===== config.mk =====
export PLATFORM = sky130hd
export DESIGN_NAME = character_lcd_bus_sequencer
export DESIGN_NICKNAME = d
export VERILOG_FILES = /design/src/rtl/clbs_pkg.sv /design/src/rtl/clbs_cfg.sv /design/src/rtl/clbs_step.sv /design/src/rtl/character_lcd_bus_sequencer.sv
export SDC_FILE = /design/constraint.sdc
export NUM_CORES = 1
export LEC_CHECK = 0
export BUFFER_PORTS_ARGS = -buffer_cell sky130_fd_sc_hd__buf_2
export CORE_ASPECT_RATIO = 1.4
export CORE_UTILIZATION = 55
export CTS_CLUSTER_SIZE = 40
export DETAILED_ROUTE_END_ITERATION = 6
export PLACE_DENSITY = 0.84
export SLEW_MARGIN = 20
export SYNTH_ARGS = -nofsm -noshare
export SYNTH_HDL_FRONTEND = slang
export SYNTH_SLANG_ARGS = --single-unit
export TNS_END_PERCENT = 5

===== constraint.sdc =====
create_clock -name aclk -period 5.2 [get_ports aclk]
set_input_delay 1.04 -clock aclk [delete_from_list [all_inputs] [get_ports aclk]]
set_output_delay 1.04 -clock aclk [all_outputs]
set_load 0.01 [all_outputs]

===== src/rtl/clbs_pkg.sv =====
`timescale 1ns / 1ps
// clbs_pkg: shared types, phase codes and constants for the character lcd bus sequencer
// no dependencies; used by clbs_cfg, clbs_step and character_lcd_bus_sequencer
package clbs_pkg;

    // sequencer phase codes
    localparam logic [2:0] PH_IDLE   = 3'd0;
    localparam logic [2:0] PH_POLL   = 3'd1;
    localparam logic [2:0] PH_GAP    = 3'd2;
    localparam logic [2:0] PH_SETTLE = 3'd3;
    localparam logic [2:0] PH_WHIGH  = 3'd4;
    localparam logic [2:0] PH_WLOW   = 3'd5;

    // request command codes
    localparam logic [1:0] CMD_TICK  = 2'd0;
    localparam logic [1:0] CMD_INSTR = 2'd1;
    localparam logic [1:0] CMD_DATA  = 2'd2;
    localparam logic [1:0] CMD_INIT  = 2'd3;

    // configuration register indexes
    localparam logic REG_UNIT_TICKS   = 1'b0;
    localparam logic REG_SETTLE_TICKS = 1'b1;

    // reset values of the timing registers
    localparam logic [9:0]  UNIT_TICKS_RST   = 10'd42;
    localparam logic [15:0] SETTLE_TICKS_RST = 16'd1344;

    // busy flag sits on d7
    localparam int unsigned BUSY_BIT = 7;

    // number of init steps, last value of init_step while init runs
    localparam logic [2:0] INIT_LAST = 3'd4;

    typedef struct packed {
        logic [9:0]  unit_ticks;
        logic [15:0] settle_ticks;
    } cfg_t;

    typedef struct packed {
        logic [2:0]  phase;
        logic [2:0]  init_step;
        logic [15:0] tick_count;
        logic [7:0]  held_byte;
        logic        held_select;
        logic        poll_after;
    } state_t;

    typedef struct packed {
        logic       accepted;
        logic       ready_res;
        logic       bus_drive;
        logic [7:0] bus_out;
        logic       pin_rw;
        logic       pin_rs;
        logic       pin_e;
    } result_t;

    // init sequence: function set, display on, clear, entry mode
    function automatic logic [7:0] init_byte(input logic [1:0] idx);
        logic [7:0] b;
        case (idx)
            2'd0:    b = 8'h38;
            2'd1:    b = 8'h0C;
            2'd2:    b = 8'h01;
            default: b = 8'h06;
        endcase
        return b;
    endfunction

endpackage


===== src/rtl/clbs_cfg.sv =====
`timescale 1ns / 1ps
// clbs_cfg: timing configuration registers written over the config channel
// depends on clbs_pkg
module clbs_cfg (
    input  logic                aclk,
    input  logic                aresetn,
    input  logic                cfg_valid,
    output logic                cfg_ready,
    input  logic                cfg_index,
    input  logic [15:0]         cfg_data,
    output clbs_pkg::cfg_t      cfg
);

    logic [9:0]  unit_ticks_reg;
    logic [15:0] settle_ticks_reg;

    assign cfg_ready = 1'b1;

    // register writes, always taken
    always_ff @(posedge aclk) begin
        if (!aresetn) begin
            unit_ticks_reg   <= clbs_pkg::UNIT_TICKS_RST;
            settle_ticks_reg <= clbs_pkg::SETTLE_TICKS_RST;
        end else if (cfg_valid) begin
            if (cfg_index == clbs_pkg::REG_UNIT_TICKS) begin
                unit_ticks_reg <= cfg_data[9:0];
            end else begin
                settle_ticks_reg <= cfg_data;
            end
        end
    end

    assign cfg.unit_ticks   = unit_ticks_reg;
    assign cfg.settle_ticks = settle_ticks_reg;

endmodule


===== src/rtl/clbs_step.sv =====
`timescale 1ns / 1ps
// clbs_step: next-state and pin logic for one clock tick of the lcd bus
// depends on clbs_pkg
module clbs_step (
    input  clbs_pkg::cfg_t      cfg,
    input  clbs_pkg::state_t    st,
    input  logic [1:0]          command,
    input  logic [7:0]          data_byte,
    input  logic [7:0]          bus_in,
    output clbs_pkg::state_t    st_next,
    output clbs_pkg::result_t   res
);

    logic [9:0]  unit_len;
    logic [10:0] poll_len;
    logic [15:0] tc_inc;
    logic        tc_wrap;
    logic        done_unit;
    logic        done_poll;
    logic        done_settle;
    logic        settle_zero;
    logic        init_more;

    // phase lengths and tick counter compares
    always_comb begin
        unit_len    = (cfg.unit_ticks == 10'd0) ? 10'd1 : cfg.unit_ticks;
        poll_len    = {unit_len, 1'b0};
        tc_inc      = st.tick_count + 16'd1;
        tc_wrap     = (tc_inc == 16'd0);
        done_unit   = (tc_inc >= {6'd0, unit_len}) || tc_wrap;
        done_poll   = (tc_inc >= {5'd0, poll_len}) || tc_wrap;
        done_settle = (tc_inc >= cfg.settle_ticks) || tc_wrap;
        settle_zero = (cfg.settle_ticks == 16'd0);
        init_more   = (st.init_step >= 3'd1) && (st.init_step <= 3'd3);
    end

    // sequencer
    always_comb begin
        logic do_after;
        do_after = 1'b0;

        st_next = st;
        res = '0;
        res.pin_rw = 1'b1;

        case (st.phase)
            clbs_pkg::PH_POLL: begin
                res.pin_e = 1'b1;
                st_next.tick_count = tc_inc;
                if (done_poll) begin
                    if (bus_in[clbs_pkg::BUSY_BIT]) begin
                        st_next.phase      = clbs_pkg::PH_GAP;
                        st_next.tick_count = '0;
                    end else if (settle_zero) begin
                        do_after = 1'b1;
                    end else begin
                        st_next.phase      = clbs_pkg::PH_SETTLE;
                        st_next.tick_count = '0;
                    end
                end
            end
            clbs_pkg::PH_GAP: begin
                st_next.tick_count = tc_inc;
                if (done_unit) begin
                    st_next.phase      = clbs_pkg::PH_POLL;
                    st_next.tick_count = '0;
                end
            end
            clbs_pkg::PH_SETTLE: begin
                st_next.tick_count = tc_inc;
                if (done_settle) begin
                    do_after = 1'b1;
                end
            end
            clbs_pkg::PH_WHIGH, clbs_pkg::PH_WLOW: begin
                res.pin_e     = (st.phase == clbs_pkg::PH_WHIGH);
                res.pin_rs    = st.held_select;
                res.pin_rw    = 1'b0;
                res.bus_out   = st.held_byte;
                res.bus_drive = 1'b1;
                st_next.tick_count = tc_inc;
                if (done_unit) begin
                    st_next.tick_count = '0;
                    if (st.phase == clbs_pkg::PH_WHIGH) begin
                        st_next.phase = clbs_pkg::PH_WLOW;
                    end else begin
                        st_next.phase      = clbs_pkg::PH_POLL;
                        st_next.poll_after = 1'b1;
                    end
                end
            end
            default: begin
                st_next.phase = clbs_pkg::PH_IDLE;
                res.ready_res = 1'b1;
                if (command != clbs_pkg::CMD_TICK) begin
                    res.accepted       = 1'b1;
                    st_next.poll_after = 1'b0;
                    st_next.phase      = clbs_pkg::PH_POLL;
                    st_next.tick_count = '0;
                    st_next.held_select = 1'b0;
                    if (command == clbs_pkg::CMD_INIT) begin
                        st_next.init_step = 3'd1;
                        st_next.held_byte = clbs_pkg::init_byte(2'd0);
                    end else begin
                        st_next.init_step   = 3'd0;
                        st_next.held_byte   = data_byte;
                        st_next.held_select = (command == clbs_pkg::CMD_DATA);
                    end
                end
            end
        endcase

        // end of settle wait: write, next init byte, or back to idle
        if (do_after) begin
            st_next.tick_count = '0;
            if (!st.poll_after) begin
                st_next.phase = clbs_pkg::PH_WHIGH;
            end else if (init_more) begin
                st_next.held_byte   = clbs_pkg::init_byte(st.init_step[1:0]);
                st_next.held_select = 1'b0;
                st_next.init_step   = st.init_step + 3'd1;
                st_next.phase       = clbs_pkg::PH_WHIGH;
            end else begin
                st_next.init_step  = 3'd0;
                st_next.poll_after = 1'b0;
                st_next.phase      = clbs_pkg::PH_IDLE;
            end
        end
    end

endmodule


===== src/rtl/character_lcd_bus_sequencer.sv =====
`timescale 1ns / 1ps
// character_lcd_bus_sequencer: top level, state and result registers, stream ports
// depends on clbs_pkg, clbs_cfg, clbs_step

// Each request on the input stream is one clock tick of an 8-bit character
// display bus, and each yields exactly one result giving the pin levels for
// that tick. A request is taken every cycle while the result register is empty
// or being emptied, so the block runs at one item per clock; the loop from the
// sequencer state through the tick logic back to the state register holds no
// other register. Timing registers (unit_ticks at index 0, settle_ticks at
// index 1) are written over the cfg channel, which is always ready, and
// should only change while no request is in flight; a phase that is
// shortened below its current count ends on its next tick.
module character_lcd_bus_sequencer (
    input  logic        aclk,
    input  logic        aresetn,
    // input requests
    input  logic        s_tvalid,
    output logic        s_tready,
    input  logic [23:0] s_tdata,   // command[1:0], data_byte[9:2], bus_in[17:10], zero pad
    // results
    output logic        m_tvalid,
    input  logic        m_tready,
    output logic [15:0] m_tdata,   // pin_e[0], pin_rs[1], pin_rw[2], bus_out[10:3],
                                   // bus_drive[11], ready_res[12], accepted[13], zero pad
    // configuration writes
    input  logic        cfg_valid,
    output logic        cfg_ready,
    input  logic        cfg_index,
    input  logic [15:0] cfg_data
);

    clbs_pkg::cfg_t    cfg;
    clbs_pkg::state_t  st_reg;
    clbs_pkg::state_t  st_next;
    clbs_pkg::result_t res_reg;
    clbs_pkg::result_t res_next;
    logic              m_tvalid_reg;
    logic              s_take;

    clbs_cfg u_cfg (
        .aclk      (aclk),
        .aresetn   (aresetn),
        .cfg_valid (cfg_valid),
        .cfg_ready (cfg_ready),
        .cfg_index (cfg_index),
        .cfg_data  (cfg_data),
        .cfg       (cfg)
    );

    clbs_step u_step (
        .cfg       (cfg),
        .st        (st_reg),
        .command   (s_tdata[1:0]),
        .data_byte (s_tdata[9:2]),
        .bus_in    (s_tdata[17:10]),
        .st_next   (st_next),
        .res       (res_next)
    );

    // take a request when the result slot is free or draining
    assign s_tready = !m_tvalid_reg || m_tready;
    assign s_take   = s_tvalid && s_tready;

    // sequencer state
    always_ff @(posedge aclk) begin
        if (!aresetn) begin
            st_reg <= '0;
        end else if (s_take) begin
            st_reg <= st_next;
        end
    end

    // result valid flag
    always_ff @(posedge aclk) begin
        if (!aresetn) begin
            m_tvalid_reg <= 1'b0;
        end else if (s_take) begin
            m_tvalid_reg <= 1'b1;
        end else if (m_tready) begin
            m_tvalid_reg <= 1'b0;
        end
    end

    // result payload
    always_ff @(posedge aclk) begin
        if (s_take) begin
            res_reg <= res_next;
        end
    end

    assign m_tvalid = m_tvalid_reg;
    assign m_tdata  = {2'b00, res_reg};

`ifndef SYNTHESIS
    // a request is only ever taken when the tick began in idle
    assert property (@(posedge aclk) disable iff (!aresetn)
        m_tvalid_reg && res_reg.accepted |-> res_reg.ready_res)
        else $error("accepted request without idle");

    // a released bus carries zero and the pins show a read
    assert property (@(posedge aclk) disable iff (!aresetn)
        m_tvalid_reg && !res_reg.bus_drive |-> res_reg.bus_out == 8'd0 && res_reg.pin_rw)
        else $error("released bus not clean");

    // an accepted request starts polling on the next tick
    assert property (@(posedge aclk) disable iff (!aresetn)
        s_take && res_next.accepted |=> st_reg.phase == clbs_pkg::PH_POLL)
        else $error("accepted request did not start a poll");

    // init step never runs past the last init byte
    assert property (@(posedge aclk) disable iff (!aresetn)
        st_reg.init_step <= clbs_pkg::INIT_LAST)
        else $error("init step out of range");

    // state only moves when a request is taken
    assert property (@(posedge aclk) disable iff (!aresetn)
        !s_take |=> $stable(st_reg))
        else $error("state changed without a request");
`endif

endmodule


---- Word level (Yosys, flattened, before mapping) ----
Cells that the tools add are included.
cells by class
  muxes and demuxes ....................... 41
  $add $sub $neg .......................... 2
  $lt $le $gt $ge ......................... 5
  reductions and logical operators ........ 22
  bitwise gates (word level) .............. 1
  div/mod/pow operators ................... 0
  shift-type cells ........................ 0
  equality and inequality tests ........... 14
  $mul .................................... 0
operators by type and width
  cell                                                   number
  2-to-1 mux 16 bit                                      4
  one-hot mux 16 bit (3 select lines)                    1
  zero test 16 bit                                       2
  2-to-1 mux 32 bit                                      1
  2-to-1 mux 30 bit                                      1
  2-to-1 mux 3 bit                                       9
  2-to-1 mux 10 bit                                      2
  2-to-1 mux 9 bit                                       2
  one-hot mux 6 bit (3 select lines)                     1
  adder 16 x 1 -> 16 bit, second input constant          1
  >= comparator 16 x 10 -> 1 bit                         1
  >= comparator 16 x 11 -> 1 bit                         1
  >= comparator 16 bit                                   1
  2-to-1 mux 1 bit                                       13
  one-hot mux 3 bit (4 select lines)                     1
  2-to-1 mux 11 bit                                      1
  zero test 10 bit                                       1
  inequality test 3 x 1 -> 1 bit, second input constant  3
  2-to-1 mux 8 bit                                       1
  equality test 2 bit, second input constant             3
  equality test 3 x 2 -> 1 bit, second input constant    2
  equality test 3 bit, second input constant             2
  2-to-1 mux 6 bit                                       1
  one-hot mux 1 bit (2 select lines)                     3
  19 further kinds                                       27
word-level totals
  output and inout bits ................... 19
  memory bits (read-only) ................. 0
  memories ................................ 0
  RAM bits ................................ 0
  bits in latches ......................... 0
  register bits after elaboration ......... 73

---- Depth between registers and ports, before layout ----
Gate-level depths: netlist of run 1.
  depth after elaboration ................. 9
  gate-level depth with buffers ........... 16
  gate-level depth less buffers ........... 14

---- By module ----
A second synthesis of run 1 with hierarchy kept.
unflattened totals
  cell total of the unflattened synthesis .. 614
  area, all modules ....................... 5262.5 um^2
by module, submodules not included
  module                       cells each  times used  area each (um^2)
  clbs_step                    340         1           2383.5
  character_lcd_bus_sequencer  161         1           1796.7
  clbs_cfg                     113         1           1082.3

---- Least setup slack after synthesis of run 1 ----
No wires, ideal clock.
  path type ............................... flip-flop to flip-flop
  start point ............................. register st_reg[10] (netlist name)
  end point ............................... register st_reg[31] (netlist name)
  setup time .............................. 116 ps
  required time ........................... 5084 ps
  slack ................................... 1513 ps
  period minus slack after synthesis ...... 3687 ps
  arrival ................................. 3571 ps
  stages on the path, launching flop included .. 15
  path buffers ............................ 1
  path through ............................ dfxtp_1 -> ha_1 -> and4_1 -> clkbuf_1 -> nand2_1 -> xnor2_1 -> ha_1 -> a21o_1 -> a211o_1 -> a311oi_1 -> nor3_1 -> or4_1 -> o21ai_0 -> a21oi_1 -> o211a_1
on the way
  longest elaborated chain between the ends .. 7
  elaborated cells between the ends (all ways) .. 18
RTL lines
  what                                                            RTL line                           text
  from (decl)                                                     character_lcd_bus_sequencer.sv:34  clbs_pkg::state_t st_reg;
  from (signal assigned)                                          character_lcd_bus_sequencer.sv:70  st_reg <= st_next;
  adder 16 x 1 -> 16 bit *                                        clbs_step.sv:28                    tc_inc = st.tick_count + 16'd1;
  >= comparator 16 bit (tied with other cells)                    clbs_step.sv:32                    done_settle = (tc_inc >= cfg.settle_ticks) || tc_wrap;
  logical OR 1 bit (on tied branches)                             clbs_step.sv:32, clbs_step.sv:31
  2-to-1 mux 1 bit (on tied branches)                             clbs_step.sv:71, clbs_step.sv:50
  one-hot mux 1 bit (2 select lines)                              clbs_step.sv:46                    case (st.phase)
  inequality test 4 bit (no source line) (tied with other cells)  n/a
  AND reduction 6 bit (no source line)                            n/a
Mark *: on every way between the ends. The rest lies on a longest branch, timed or not.
A chain may end at the register's enable or synchronous reset.

---- Worst setup path in the final report of run 1 ----
  start point ............................. register st_reg[10] (netlist name)
  end point ............................... register st_reg[17] (netlist name)
on the way
  longest elaborated chain between the ends .. 7
  elaborated cells between the ends (all ways) .. 19
RTL lines
  what                                          RTL line
  adder 16 x 1 -> 16 bit *                      clbs_step.sv:28
  >= comparator 16 bit (tied with other cells)  clbs_step.sv:32
  logical OR 1 bit (on tied branches)           clbs_step.sv:32, clbs_step.sv:31
  2-to-1 mux 1 bit (on tied branches)           clbs_step.sv:71, clbs_step.sv:50
  one-hot mux 1 bit (2 select lines)            clbs_step.sv:46
  nonzero test 5 bit (no source line)           n/a
  AND reduction 2 bit (no source line)          n/a
Marks and branches as above.

==> results of run 1 <==
## cell type report
type / count / area, sq um / area share
Inverter: 42 / 158 / 0.0317
Tap cell: 100 / 125 / 0.0252
Sequential cell: 73 / 1600 / 0.322
Clock inverter: 3 / 46.3 / 0.00932
Clock buffer: 13 / 170 / 0.0342
Timing Repair Buffer: 50 / 255 / 0.0514
Multi-Input combinational cell: 397 / 2610 / 0.526
## cell usage in the layout, fill, tap and decap left out, drive strengths merged, types with 5 or more instances in the layout
cell     n
nor4    11
clkbuf  13
o21ai   20
buf     50
nor2    20
a32o     6
edfxtp  14
a21oi   36
nor3    22
nand2b   6
o211ai  16
a31oi    6
nor2b    8
nand2   87
and2    15
dfxtp   59
ha      43
xnor2   11
inv     41
o22ai    6
nand4    9
or2      5
nand3   10
or4      5
## path summary, 6_finish.rpt
kind	start	endpoint	cells past startpoint
worst max-delay path	st_reg[10]	st_reg[17]	14
worst min-delay path	u_cfg.unit_ticks_reg[7]	u_cfg.unit_ticks_reg[7]	2
worst max register to register	st_reg[10]	st_reg[17]	14
worst min register to register	u_cfg.unit_ticks_reg[7]	u_cfg.unit_ticks_reg[7]	2
## layer usage
layer | up-vias | part of all wire | routed length [um]
met5 | - | 0 | 0
met2 | 129 | 0.52 | 5520
met1 | 1886 | 0.39 | 4060
met3 | 45 | 0.038 | 405
li1 | 2001 | - | -
met4 | 0 | 0.051 | 540
## cell usage after synthesis (5+ instances only)
master	number	area, sq um
and2_1	15	93.8
clkbuf_1	16	60.1
dfxtp_1	59	1180
inv_1	41	154
nor3_1	22	110
nor2_1	19	71.3
a32o_1	6	60.1
a31oi_1	6	37.5
nor4_1	11	68.8
nand4_1	8	50.1
ha_1	43	538
nor2b_1	8	50.1
nand3_1	9	45.0
xnor2_1	11	96.3
nand2b_1	6	37.5
o211ai_1	14	105
edfxtp_1	14	420
a21oi_1	36	180
or2_2	5	31.3
or4_1	5	37.5
o22ai_1	6	37.5
buf_2	9	45.0
nand2_1	87	327
o21ai_0	20	100
## logic make-up after synthesis
logic type      synth area share
other cells              0.00167
buf+inv                   0.0642
xor+xnor                  0.0292
compound gates             0.194
simple gates               0.236
fa+ha+maj                  0.120
flops                      0.356
## stage by stage
stage	instance area (sq um)	total power (uW)	std cells	hold slack (ns)
3_3_place_gp	4750	817	662	0.445
6_report	4970	1300	678	0.460
2_1_floorplan	4500	766	541	0.434
5_1_grt	4970	1350	678	0.497
4_1_cts	4970	1300	678	0.460
3_5_place_dp	4750	826	662	0.449
## critical path, cell delays in order, from the launching register on
cell      delay (ns)
dfxtp_1         0.55
ha_1            0.35
and4_1          0.37
nand2_1         0.11
xnor2_1         0.14
buf_4           0.17
ha_1            0.31
a21o_1          0.19
a211o_1         0.30
a311oi_1        0.28
nor3_1          0.09
or4_1           0.52
o211ai_2        0.53
nand2_1         0.22
o21ai_0         0.21
## report_power, final
part           total, uW  switching, uW  internal (uW)
Sequential           632           24.5            608
Combinational        182            113           69.6
Clock                481            216            265
==> out/results.tsv, run 1 <==
metric	value	unit
Final Worst Setup Slack	0.787	ns
Synth Instances	540	
fin util	0.633	
global routing's busiest layer	met2	
Initial DRC Count	197	
worst hold-check path type	reg -> reg	
Post-synth EDFFs	14	
initial antenna violation count	0	
Antenna Nets Post-Route	0	
layout cell share with drive strength beyond 1	0.135	
outcome	completed	
Setup TNS	0	ns
average size of a mapped cell	8.33	sq um
Synth Flop Type	dfxtp_1	
clk slew on worst S/H paths	0.08	ns
CTS buffer count	9	
WL/cell	15.5	um
Ant. Diodes	0	
Tmin final	4.41	ns
Warnings, synthesis	0	
CTS root buf	clkbuf_8	
final max-slew violation count	0	
type of the worst setup path	reg -> reg	
f_max	0.227	GHz
Site Rows	38	
vias in the first global route	4112	
Final GP Congestion	0.922	
met3 GRT Util	0.0519	
final clock period utilization by the worst path	0.849	
max_slew headroom	0.423	
Max Cap Viol	0	
Startpoint Class	flop	
Die W	78.4	um
P per Cell Area	261	nW/um^2
die height	109	um
met2 Track Usage GR	0.489	
count of cell types in the netlist	60	
routed vias	4061	
router iterations before antenna repair	6	
Final Setup Violations	0	
cts hold-fix bufs	0	
P_leak	0.00216	uW
pin count of the biggest net entering global routing	27	
global-route wire length before repair	17800	um
Tot GR Track Use	0.270	
CTS resizes	0	
Post-synth ARST share	0	
core area	7850	sq um
endpoint type of the worst setup path	flop	
register area share after synthesis	0.356	
#FFs+latches synth	73	
final hold violations	0	
post-detail-place hpwl	7940	um
VDD IR max	0.223	mV
CP max FO	13	
layout net count	662	
Initial Utilization	0.574	
pre-CTS setup slack	0.851	ns
# DRC	0	
routed wire length	10500	um
RSZ-0062 raised after global routing	no	
met1 GRT Util	0.280	
clk sinks	73	
Area Overhead vs Synth	10.4	%
clk buf depth	2	
critical path data arrival time	4.70	ns
max FFs per register	32	
setup bufs post-CTS	0	
Fillers	687	
Post-Synthesis Cell Area	4500	sq um
vias per inst	5.99	
Die Area	8550	sq um
CTS tree	built	
FF-to-FF setup slack	0.79	ns
Skew-Pair Late Insertion Delay	0.37	ns
Remaining Overflow, GRT	0	
Worst Path Required	5.48	ns
Ports	65	
Worst Max-Slew Pin Slew	0.864	ns
H-tree levels	3	
port buffer count	48	
Worst Skew	0.00999	ns
No activity file was read; power rests on OpenSTA's default activity.
==> run 2: changes to the inputs <==
--- a/config.mk
+++ b/config.mk
@@ -7,10 +7,10 @@
 export LEC_CHECK = 0
 export BUFFER_PORTS_ARGS = -buffer_cell sky130_fd_sc_hd__buf_2
 export CORE_ASPECT_RATIO = 1.4
-export CORE_UTILIZATION = 55
+export CORE_UTILIZATION = 52
 export CTS_CLUSTER_SIZE = 40
 export DETAILED_ROUTE_END_ITERATION = 6
-export PLACE_DENSITY = 0.84
+export PLACE_DENSITY = 0.83
 export SLEW_MARGIN = 20
 export SYNTH_ARGS = -nofsm -noshare
 export SYNTH_HDL_FRONTEND = slang
==> constraint.sdc (replaced) <==
create_clock -name aclk -period 3.82 [get_ports aclk]
set_input_delay 0.764 -clock aclk [delete_from_list [all_inputs] [get_ports aclk]]
set_output_delay 0.764 -clock aclk [all_outputs]
set_load 0.01 [all_outputs]
==> run 2 against run 1 <==
Clock skew is 0.0028 ns lower. Core utilization rose by 1.5 points. First-iteration DRC count increased by 7.1%. Non-clock buffer count up 31. Design area grew 8.3%. Total power grew 54%. Sequential share of layout area shrank 2.4 points. Global-route usage shrank 0.97 points. Die area up 5.6%. Sequential power is 36% higher. Combinational power is 53% higher. Wire length increased by 7.4%. Largest power group is now the clock network.
==> out/results.tsv, run 2 (synthesized netlist as in run 1, its figures left out) <==
metric	value	unit
clk sinks	73	
Startpoint Class	flop	
Final Setup Violations	0	
global-route wire length before repair	18200	um
pin count of the biggest net entering global routing	25	
max_slew headroom	0.460	
initial antenna violation count	0	
final clock period utilization by the worst path	0.962	
Worst Skew	0.00716	ns
worst-path cell chain	ha_2 -> nand4_1 -> or3_4 -> and2_1 -> or2_2 -> ha_1 -> a21oi_1 -> o21ai_0 -> buf_4 -> or4_1 -> a21oi_2 -> o32ai_4 -> o211ai_2 -> buf_6 -> buf_4 -> and3_1 -> nor3_1	
core area	8300	sq um
layout cell share with drive strength beyond 1	0.202	
most frequent cells in the layout	86 x nand2_1, 57 x dfxtp_1, 48 x buf_2, 42 x ha_1, 41 x inv_1	
Initial Utilization	0.542	
VDD IR max	0.310	mV
fin util	0.648	
Die Area	9030	sq um
layout net count	693	
Tot GR Track Use	0.261	
vias per inst	5.89	
Hold WS	0.463	ns
CP max FO	6	
Site Rows	39	
port buffer count	48	
FF-to-FF setup slack	0.14	ns
CP max stage delay	0.48	ns
Worst Hold Path EP	st_reg[9]	
WL/cell	15.9	um
Final GP Congestion	0.903	
Ant. Diodes	0	
Overall Power	2000	uW
clk buf depth	2	
H-tree levels	3	
CTS root buf	clkbuf_16	
# DRC	0	
router iterations before antenna repair	4	
Fillers	676	
worst hold-check path type	reg -> reg	
post-detail-place hpwl	8520	um
min-delay src	st_reg[9]	
Setup TNS	0	ns
P per Cell Area	372	nW/um^2
Initial DRC Count	211	
outcome	completed	
routed vias	4186	
max FFs per register	32	
P_leak	0.00238	uW
# placed instances	692	
f_max	0.272	GHz
commonest non-fill, non-tap cell in the layout	nand2_1	
Tmin final	3.68	ns
Finished Layout Cells	711	
Crit-path slowest cell	or4_1	
RSZ-0062 raised after global routing	no	
final hold violations	0	
global routing's busiest layer	met2	
Area Overhead vs Synth	19.5	%
CTS tree	built	
length in cells of the worst reg-to-reg path	17	
type of the worst setup path	reg -> reg	
met1 GRT Util	0.269	
clk slew on worst S/H paths	0.06	ns
routed wire length	11300	um
Ports	65	
Worst Max-Slew Pin Slew	0.809	ns
most used cell, CP	buf_4	
critical path data arrival time	3.90	ns
Worst Path Required	4.04	ns
Die W	80.6	um
CTS buffer count	9	
R2R Path Start	st_reg[10]	
met3 GRT Util	0.0480	
vias in the first global route	4095	
met2 Track Usage GR	0.479	
final max-slew violation count	0	
worst hold stages	1	
Remaining Overflow, GRT	0	
endpoint type of the worst setup path	flop	
r2r endpoint	st_reg[6]	
Antenna Nets Post-Route	0	
Max Cap Viol	0	
Skew-Pair Late Insertion Delay	0.34	ns
die height	112	um
==> run 2: report_power, final <==
| part | internal (uW) | switching (uW) | total [uW] |
|---|---|---|---|
| Clock | 523 | 338 | 861 |
| Combinational | 112 | 166 | 278 |
| Sequential | 829 | 30.9 | 859 |
==> run 2: worst max path at each step <==
stage / start / end / slack [ns] / cells past startpoint
4_1_cts: st_reg[10] / st_reg[3] / 0.04 / 16
5_1_grt: st_reg[10] / st_reg[7] / 0.0006 / 17
3_5_place_dp: st_reg[10] / st_reg[31] / 0.09 / 14
2_1_floorplan: st_reg[10] / st_reg[31] / 0.13 / 14
6_report: st_reg[10] / st_reg[6] / 0.14 / 17
3_3_place_gp: st_reg[10] / st_reg[3] / 0.14 / 16
==> run 2: layout make-up <==
| cell class | instances | area [sq um] | share of cell area |
|---|---|---|---|
| clock buffers | 12 | 279 | 0.0519 |
| inverters | 42 | 158 | 0.0293 |
| multi-input cells | 397 | 2680 | 0.499 |
| well taps | 102 | 128 | 0.0237 |
| flip-flops and latches | 73 | 1600 | 0.298 |
| clock inverters | 4 | 31.3 | 0.00582 |
| repair buffers | 81 | 495 | 0.0921 |
==> run 2: worst max-delay path: cells and delay by family, from the launching register on <==
family                     cells  cell delay (ns)
AOI/OAI and AO/OA              5             0.76
DFF                            1             0.34
adders and majority gates      2             0.37
buffers and inverters          3             0.41
and+or+nand+nor                7             1.68
==> run 2: through the flow <==
step	area, sq um	setup WS, ns
after floorplan	4500	0.133
after global placement	4960	0.144
after detailed placement	4960	0.0865
after CTS	5280	0.0399
after global routing	5380	0.000636
final	5380	0.143
==> run 2: routing by layer <==
layer	vias up	routed length, um
met1	1966	4390
met2	119	6040
met3	35	425
li1	2066	-
met4	0	443
met5	-	0
==> run 2: timing repair <==
action,in CTS,in global routing
endpoints found under the setup margin,0,30
gates resized for setup,0,20
endpoints found under the hold margin,0,0
hold buffers,0,0
setup buffers,0,2
